**src/rtl/spi_brr_pkg.sv**
```systemverilog
// Shared types, register map and helpers for the SPI burst register reader.
package spi_brr_pkg;

  localparam int unsigned AddrWidth = 4;

  typedef enum logic [1:0] {
    RegReadFlag   = 2'd0,
    RegAutoincFlag = 2'd1,
    RegHalfPeriod = 2'd2,
    RegGap        = 2'd3
  } reg_idx_e;

  localparam logic [15:0] ReadFlagReset   = 16'h8000;
  localparam logic [15:0] AutoincFlagReset = 16'h1000;
  localparam logic [7:0]  HalfPeriodReset = 8'd10;
  localparam logic [7:0]  GapReset        = 8'd20;

  typedef struct packed {
    logic        action;
    logic [15:0] reg_address;
    logic [6:0]  word_count;
    logic        miso_level;
  } spi_brr_in_t;

  typedef struct packed {
    logic        cs_n;
    logic        sclk;
    logic        mosi;
    logic        busy_res;
    logic        word_valid;
    logic [15:0] read_word;
    logic        last_word;
    logic        start_rejected;
  } spi_brr_out_t;

  typedef struct packed {
    logic [15:0] read_flag_mask;
    logic [15:0] autoinc_flag_mask;
    logic [7:0]  half_period_ticks;
    logic [7:0]  gap_ticks;
  } spi_brr_cfg_t;

  function automatic logic [7:0] span(input logic [7:0] v);
    return (v == 8'd0) ? 8'd1 : v;
  endfunction

endpackage

```
**src/rtl/spi_burst_register_reader_unit.sv**
```systemverilog
// Top level of the SPI burst register reader with its register port and result register.
// The result beat for an input beat is registered and appears on the output in the next cycle.
// Throughput: one beat per cycle while the single output register is empty or being taken.
// Each input beat is one tick of the serial timing; the sequencer state advances per beat.
// Reset clears the sequencer, the output valid flag and loads the register defaults.
module spi_burst_register_reader_unit import spi_brr_pkg::*; #(
  parameter int unsigned MaxBurst = 64
) (
  input  logic                 clk_i,
  input  logic                 rst_ni,
  input  logic                 in_valid_i,
  output logic                 in_ready_o,
  input  spi_brr_in_t          in_data_i,
  output logic                 out_valid_o,
  input  logic                 out_ready_i,
  output spi_brr_out_t         out_data_o,
  input  logic                 psel,
  input  logic                 penable,
  input  logic                 pwrite,
  input  logic [AddrWidth-1:0] paddr,
  input  logic [31:0]          pwdata,
  output logic [31:0]          prdata,
  output logic                 pready
);

  spi_brr_cfg_t cfg_q;
  spi_brr_out_t res;
  spi_brr_out_t out_q;
  logic         out_valid_q;
  logic         accept;
  reg_idx_e     reg_idx;

  assign pready     = 1'b1;
  assign reg_idx    = reg_idx_e'(paddr[AddrWidth-1:2]);
  assign in_ready_o = !out_valid_q || out_ready_i;
  assign accept     = in_valid_i && in_ready_o;

  always_ff @(posedge clk_i or negedge rst_ni) begin
    if (!rst_ni) begin
      cfg_q.read_flag_mask    <= ReadFlagReset;
      cfg_q.autoinc_flag_mask <= AutoincFlagReset;
      cfg_q.half_period_ticks <= HalfPeriodReset;
      cfg_q.gap_ticks         <= GapReset;
    end else if (psel && penable && pwrite && pready) begin
      case (reg_idx)
        RegReadFlag:    cfg_q.read_flag_mask    <= pwdata[15:0];
        RegAutoincFlag: cfg_q.autoinc_flag_mask <= pwdata[15:0];
        RegHalfPeriod:  cfg_q.half_period_ticks <= pwdata[7:0];
        RegGap:         cfg_q.gap_ticks         <= pwdata[7:0];
        default:        ;
      endcase
    end
  end

  always_comb begin
    case (reg_idx)
      RegReadFlag:    prdata = {16'd0, cfg_q.read_flag_mask};
      RegAutoincFlag: prdata = {16'd0, cfg_q.autoinc_flag_mask};
      RegHalfPeriod:  prdata = {24'd0, cfg_q.half_period_ticks};
      RegGap:         prdata = {24'd0, cfg_q.gap_ticks};
      default:        prdata = 32'd0;
    endcase
  end

  spi_brr_core #(
    .MaxBurst(MaxBurst)
  ) u_core (
    .clk_i  (clk_i),
    .rst_ni (rst_ni),
    .step_i (accept),
    .item_i (in_data_i),
    .cfg_i  (cfg_q),
    .res_o  (res)
  );

  always_ff @(posedge clk_i or negedge rst_ni) begin
    if (!rst_ni) begin
      out_valid_q <= 1'b0;
    end else if (accept) begin
      out_valid_q <= 1'b1;
    end else if (out_ready_i) begin
      out_valid_q <= 1'b0;
    end
  end

  always_ff @(posedge clk_i) begin
    if (accept) begin
      out_q <= res;
    end
  end

  assign out_valid_o = out_valid_q;
  assign out_data_o  = out_q;

  a_word_while_busy: assert property (@(posedge clk_i) disable iff (!rst_ni)
    out_valid_q && out_q.word_valid |-> out_q.busy_res && !out_q.cs_n)
    else $error("word reported outside a transfer");

  a_last_has_word: assert property (@(posedge clk_i) disable iff (!rst_ni)
    out_valid_q && out_q.last_word |-> out_q.word_valid)
    else $error("last mark without a word");

  a_cs_matches_busy: assert property (@(posedge clk_i) disable iff (!rst_ni)
    out_valid_q |-> out_q.cs_n != out_q.busy_res)
    else $error("chip select disagrees with busy");

  a_empty_takes_beat: assert property (@(posedge clk_i) disable iff (!rst_ni)
    !out_valid_q |-> in_ready_o)
    else $error("input stalled with empty output register");

endmodule

```
**src/rtl/spi_brr_core.sv**
```systemverilog
// Transfer sequencer that advances the SPI timing by one tick per accepted beat.
module spi_brr_core import spi_brr_pkg::*; #(
  parameter int unsigned MaxBurst = 64
) (
  input  logic         clk_i,
  input  logic         rst_ni,
  input  logic         step_i,
  input  spi_brr_in_t  item_i,
  input  spi_brr_cfg_t cfg_i,
  output spi_brr_out_t res_o
);

  typedef enum logic [5:0] {
    PhIdle = 6'b000001,
    PhLead = 6'b000010,
    PhCmd  = 6'b000100,
    PhMid  = 6'b001000,
    PhData = 6'b010000,
    PhTail = 6'b100000
  } phase_e;

  phase_e      phase_q, phase_d;
  logic [7:0]  tick_q, tick_d;
  logic [4:0]  bit_q, bit_d;
  logic [15:0] cmd_q, cmd_d;
  logic [15:0] data_q, data_d;
  logic [6:0]  words_q, words_d;
  logic        clk_lvl_q, clk_lvl_d;

  logic        running;
  logic [7:0]  tick_dec;
  logic [4:0]  bit_inc;
  logic [6:0]  words_dec;
  logic        count_bad;

  assign tick_dec  = tick_q - 8'd1;
  assign bit_inc   = bit_q + 5'd1;
  assign words_dec = (words_q == 7'd0) ? 7'd0 : words_q - 7'd1;
  assign count_bad = (item_i.word_count == 7'd0) ||
                     (32'(item_i.word_count) > 32'(MaxBurst));

  always_comb begin
    case (phase_q)
      PhLead, PhCmd, PhMid, PhData, PhTail: running = 1'b1;
      default:                              running = 1'b0;
    endcase
  end

  always_comb begin
    phase_d   = phase_q;
    tick_d    = tick_q;
    bit_d     = bit_q;
    cmd_d     = cmd_q;
    data_d    = data_q;
    words_d   = words_q;
    clk_lvl_d = clk_lvl_q;
    res_o     = '0;

    if (!running) begin
      phase_d = PhIdle;
      if (item_i.action) begin
        if (count_bad) begin
          res_o.start_rejected = 1'b1;
        end else begin
          cmd_d = item_i.reg_address | cfg_i.read_flag_mask |
                  ((item_i.word_count > 7'd1) ? cfg_i.autoinc_flag_mask : 16'd0);
          words_d   = item_i.word_count;
          bit_d     = 5'd0;
          data_d    = 16'd0;
          clk_lvl_d = 1'b0;
          tick_d    = span(cfg_i.gap_ticks);
          phase_d   = PhLead;
        end
      end
    end else begin
      res_o.start_rejected = item_i.action;
      tick_d = tick_dec;
      if (tick_dec == 8'd0) begin
        case (phase_q)
          PhLead: begin
            phase_d   = PhCmd;
            bit_d     = 5'd0;
            clk_lvl_d = 1'b0;
            tick_d    = span(cfg_i.half_period_ticks);
          end
          PhCmd: begin
            if (!clk_lvl_q) begin
              clk_lvl_d = 1'b1;
              tick_d    = span(cfg_i.half_period_ticks);
            end else begin
              clk_lvl_d = 1'b0;
              bit_d     = bit_inc;
              if (bit_inc >= 5'd16) begin
                phase_d = PhMid;
                tick_d  = span(cfg_i.gap_ticks);
              end else begin
                cmd_d  = {cmd_q[14:0], 1'b0};
                tick_d = span(cfg_i.half_period_ticks);
              end
            end
          end
          PhMid: begin
            phase_d   = PhData;
            bit_d     = 5'd0;
            data_d    = 16'd0;
            clk_lvl_d = 1'b0;
            tick_d    = span(cfg_i.half_period_ticks);
          end
          PhData: begin
            if (!clk_lvl_q) begin
              clk_lvl_d = 1'b1;
              data_d    = {data_q[14:0], item_i.miso_level};
              tick_d    = span(cfg_i.half_period_ticks);
            end else begin
              clk_lvl_d = 1'b0;
              bit_d     = bit_inc;
              tick_d    = span(cfg_i.half_period_ticks);
              if (bit_inc >= 5'd16) begin
                res_o.word_valid = 1'b1;
                res_o.read_word  = data_q;
                res_o.last_word  = (words_q <= 7'd1);
                words_d          = words_dec;
                bit_d            = 5'd0;
                data_d           = 16'd0;
                if (words_dec == 7'd0) begin
                  phase_d = PhTail;
                  tick_d  = span(cfg_i.gap_ticks);
                end
              end
            end
          end
          default: begin
            phase_d   = PhIdle;
            clk_lvl_d = 1'b0;
            tick_d    = 8'd0;
          end
        endcase
      end
    end

    res_o.cs_n     = (phase_d == PhIdle);
    res_o.busy_res = (phase_d != PhIdle);
    res_o.sclk     = clk_lvl_d;
    res_o.mosi     = cmd_d[15];
  end

  always_ff @(posedge clk_i or negedge rst_ni) begin
    if (!rst_ni) begin
      phase_q   <= PhIdle;
      tick_q    <= 8'd0;
      bit_q     <= 5'd0;
      cmd_q     <= 16'd0;
      data_q    <= 16'd0;
      words_q   <= 7'd0;
      clk_lvl_q <= 1'b0;
    end else if (step_i) begin
      phase_q   <= phase_d;
      tick_q    <= tick_d;
      bit_q     <= bit_d;
      cmd_q     <= cmd_d;
      data_q    <= data_d;
      words_q   <= words_d;
      clk_lvl_q <= clk_lvl_d;
    end
  end

endmodule
```
**config.mk**
```make
export PLATFORM = sky130hd
export DESIGN_NAME = spi_burst_register_reader_unit
export DESIGN_NICKNAME = d
export VERILOG_FILES = /design/src/rtl/spi_brr_pkg.sv /design/src/rtl/spi_burst_register_reader_unit.sv /design/src/rtl/spi_brr_core.sv
export SDC_FILE = /design/constraint.sdc
export NUM_CORES = 1
export LEC_CHECK = 0
export BUFFER_PORTS_ARGS = -buffer_cell sky130_fd_sc_hd__buf_2
export CAP_MARGIN = 30
export CORE_MARGIN = 3
export CORE_UTILIZATION = 61
export DETAILED_ROUTE_END_ITERATION = 6
export PLACE_DENSITY_LB_ADDON = 0.08
export RECOVER_POWER = 25
export REMOVE_ABC_BUFFERS = 1
export SLEW_MARGIN = 5
export SYNTH_ARGS = -nofsm -noshare
export SYNTH_HDL_FRONTEND = slang
export SYNTH_HIERARCHICAL = 1
export SYNTH_SLANG_ARGS = --single-unit
```
**constraint.sdc**
```tcl
create_clock -name clk_i -period 5.7 [get_ports clk_i]
set_clock_uncertainty 0.15 [all_clocks]
set_input_delay 1.14 -clock clk_i [delete_from_list [all_inputs] [get_ports clk_i]]
set_output_delay 1.14 -clock clk_i [all_outputs]
set_load 0.05 [all_outputs]
```
==> reports/metrics.csv <==
metric;value;unit
clock_sinks;131;
overflow;0;
viasPerCell;6.035;
clkSlewWorstSetupHoldPaths;60;ps
dieArea;12630;sq um
crit_arrival;2510;ps
finalMaxSlewViolations;40;
grt_pass1_wl;25280;um
syn2layout_area_growth;15.98;%
die_w;112.4;um
final_core_util;73.25;%
firstDrtPassIters;5;
root_buffer;clkbuf_16;
synth_top_area_cell;dfrtp_1;
synth_edf_count;23;
synthFlopType;dfrtp_1;
dpl.hpwl;10430;um
num_vias;5287;
grt_max_degree;71;
async_reset_ff_share;82.44;%
cap_violations;1;
finalHoldViolCount;0;
post-synth-top-count-cell;dfrtp_1;
placed_cell_area;7335;sq um
detail-route-antenna-nets;0;
endpoint_kind;primary output;
clock_latency;420;ps
cts_tree;built;
setup_ws;1903;ps
intPower;2.254;mW
synth.avg_cell_area;10.81;sq um
synthCells;639;
hold_depth;2;
synth_area_leaders;dfrtp_1, edfxtp_1, mux2_2;
violations;capacitance limit, slew limit;
dp_slack;1656;ps
layout.nets;796;
setup_viol;0;
switchingPower;1.147;mW
rows;38;
synth_warnings;6;
p_leak;3.489;nW
remaining_drc_errors;0;
synth_area;6907;sq um
fin_crit;3797;ps
synth_commonest_cells;dfrtp_1, nand2_1, mux2_2;
synth.top_cell.area_share;36.59;%
grtUsageTotal;25.41;%
wl;15310;um
wl_per_cell;17.47;um
place_congestion;0.8726;
worstMarginPinSlew;2015;ps
vdd_drop_max;0.2838;mV
port_buffers;90;
tritoncts.num_buffers;17;
antenna_found_initial;0;
grt_pass1_vias;5146;
power;3.401;mW
cts.htree.levels;4;
synth-seq-cells;131;
final_cell_area;8010;sq um
ioPinCount;126;
switching_share;33.73;%
cts_buffer_depth;2;
crit_fanout;20;
cts_resized;0;
outcome;complete, but fails checks;
start_util;63.16;%
core_area;10940;sq um
power_density;424.6;nW/um^2
drive_gt1_share;29.52;%
comb_power_share;26.0;%
path_class;in -> out;
postCtsSetupRepairBufs;0;
fp.dieH;112.4;um
slew_headroom;-34.31;%
seq_area_frac_synth;49.26;%
cp.required;4410;ps
holdBufCountCts;0;
r2r_cells;9;
max_freq;263.4;MHz
clkPwrFrac;33.7;%
pwr-share-seq;40.2;%
hold_class;reg -> reg;
ys_types;71;
r2r_slack;1910;ps
period_share;66.61;%
tns;0;ps
drt_iter0_drc;485;
start_kind;input port;
rsz0062_at_grt;no;
## area by class of cell
cell class	count	area (sq um)
diodes	1	2.502
clock buffers	21	450.4
clock inverters	11	176.4
fillers	785	2925
inverters	13	48.80
multi-input cells	460	3211
flip-flops and latches	131	3402
well taps	140	175.2
repair buffers	99	544.3
## routing by layer
layer	global-route usage [%]	vias to the layer above	part of all wire, %
met1	32.69	2600	41
met2	40.68	193	50
met5	0	-	0
li1	-	2465	-
met4	11.30	0	2.3
met3	6.846	29	6.0
## registers in the layout (all words and copies together), names as in the netlist
name and count:
out_data_o 23, u_core/phase_q 6, u_core/words_q 7, u_core/clk_lvl_q 1, u_core/tick_q 8, out_valid_o 1, u_core/data_q 16, u_core/bit_q 5
cfg_q 48, u_core/cmd_q 16
## worst paths after layout
path,from,end
setup / recovery,paddr[2],prdata[2]
setup reg to reg,u_core/tick_q[0]$_DFFE_PN0P_,u_core/words_q[0]$_DFFE_PN0P_
max in group asynchronous,rst_ni,u_core/cmd_q[2]$_DFFE_PN0P_
min in group asynchronous,rst_ni,u_core/words_q[4]$_DFFE_PN0P_
hold / removal,u_core/data_q[15]$_DFFE_PN0P_,u_core/data_q[15]$_DFFE_PN0P_
hold reg to reg,u_core/data_q[15]$_DFFE_PN0P_,u_core/data_q[15]$_DFFE_PN0P_
## kinds of logic after synthesis
kind of cell	synth area share, %
adder cells (fa/ha/maj)	1.087
AO/OA/AOI/OAI	15.74
buffers and inverters	5.344
flip-flops	49.26
AND/OR/NAND/NOR	15.09
multiplexers	12.23
other	0.1087
XOR/XNOR	1.141
## critical path: stages
cell    delay [ps]
buf_2          510
mux4_2         610
buf_2          230
## metrics by stage
stage | instances | hold WS (ps)
2_1_floorplan | 604 | 291.8
3_3_place_gp | 839 | 307.2
3_5_place_dp | 840 | 317.0
4_1_cts | 872 | 339.3
5_1_grt | 875 | 367.5
6_report | 876 | 335.4
## cells in the final DEF (no fill, tap or decap), types with 4 or more instances in the layout
| master | n |
|---|---|
| and2_1 | 18 |
| nand2b_1 | 9 |
| buf_2 | 89 |
| mux2_2 | 51 |
| buf_4 | 5 |
| a21o_1 | 5 |
| edfxtp_1 | 23 |
| nor4_1 | 6 |
| bufinv_16 | 4 |
| nor2_1 | 40 |
| nand2_1 | 68 |
| inv_1 | 13 |
| conb_1 | 17 |
| a211o_1 | 16 |
| dfstp_2 | 7 |
| or3_1 | 4 |
| ha_1 | 6 |
| a211oi_1 | 7 |
| and3_1 | 5 |
| or4_1 | 4 |
| a21oi_1 | 17 |
| a22oi_1 | 14 |
| xor2_1 | 4 |
| o22ai_1 | 7 |
| mux4_2 | 8 |
| xnor2_1 | 5 |
| nand3_1 | 10 |
| nor3_1 | 12 |
| o21ai_0 | 49 |
| dfrtp_1 | 101 |
| o21ai_1 | 10 |
| or2_2 | 6 |
| clkbuf_16 | 17 |
| mux2i_1 | 9 |
| clkbuf_1 | 5 |
| a221oi_1 | 5 |
## power groups by stage
stage                     clock (mW)  sequential [mW]  combinational, mW
after CTS                       1.17             1.37              0.876
after global placement             0             1.36              0.842
after global routing            1.21             1.40              0.970
final                           1.15             1.37              0.885
after detailed placement           0             1.38              0.870
after floorplan                    0             1.35              0.633
(Power assumes the default switching activity.)
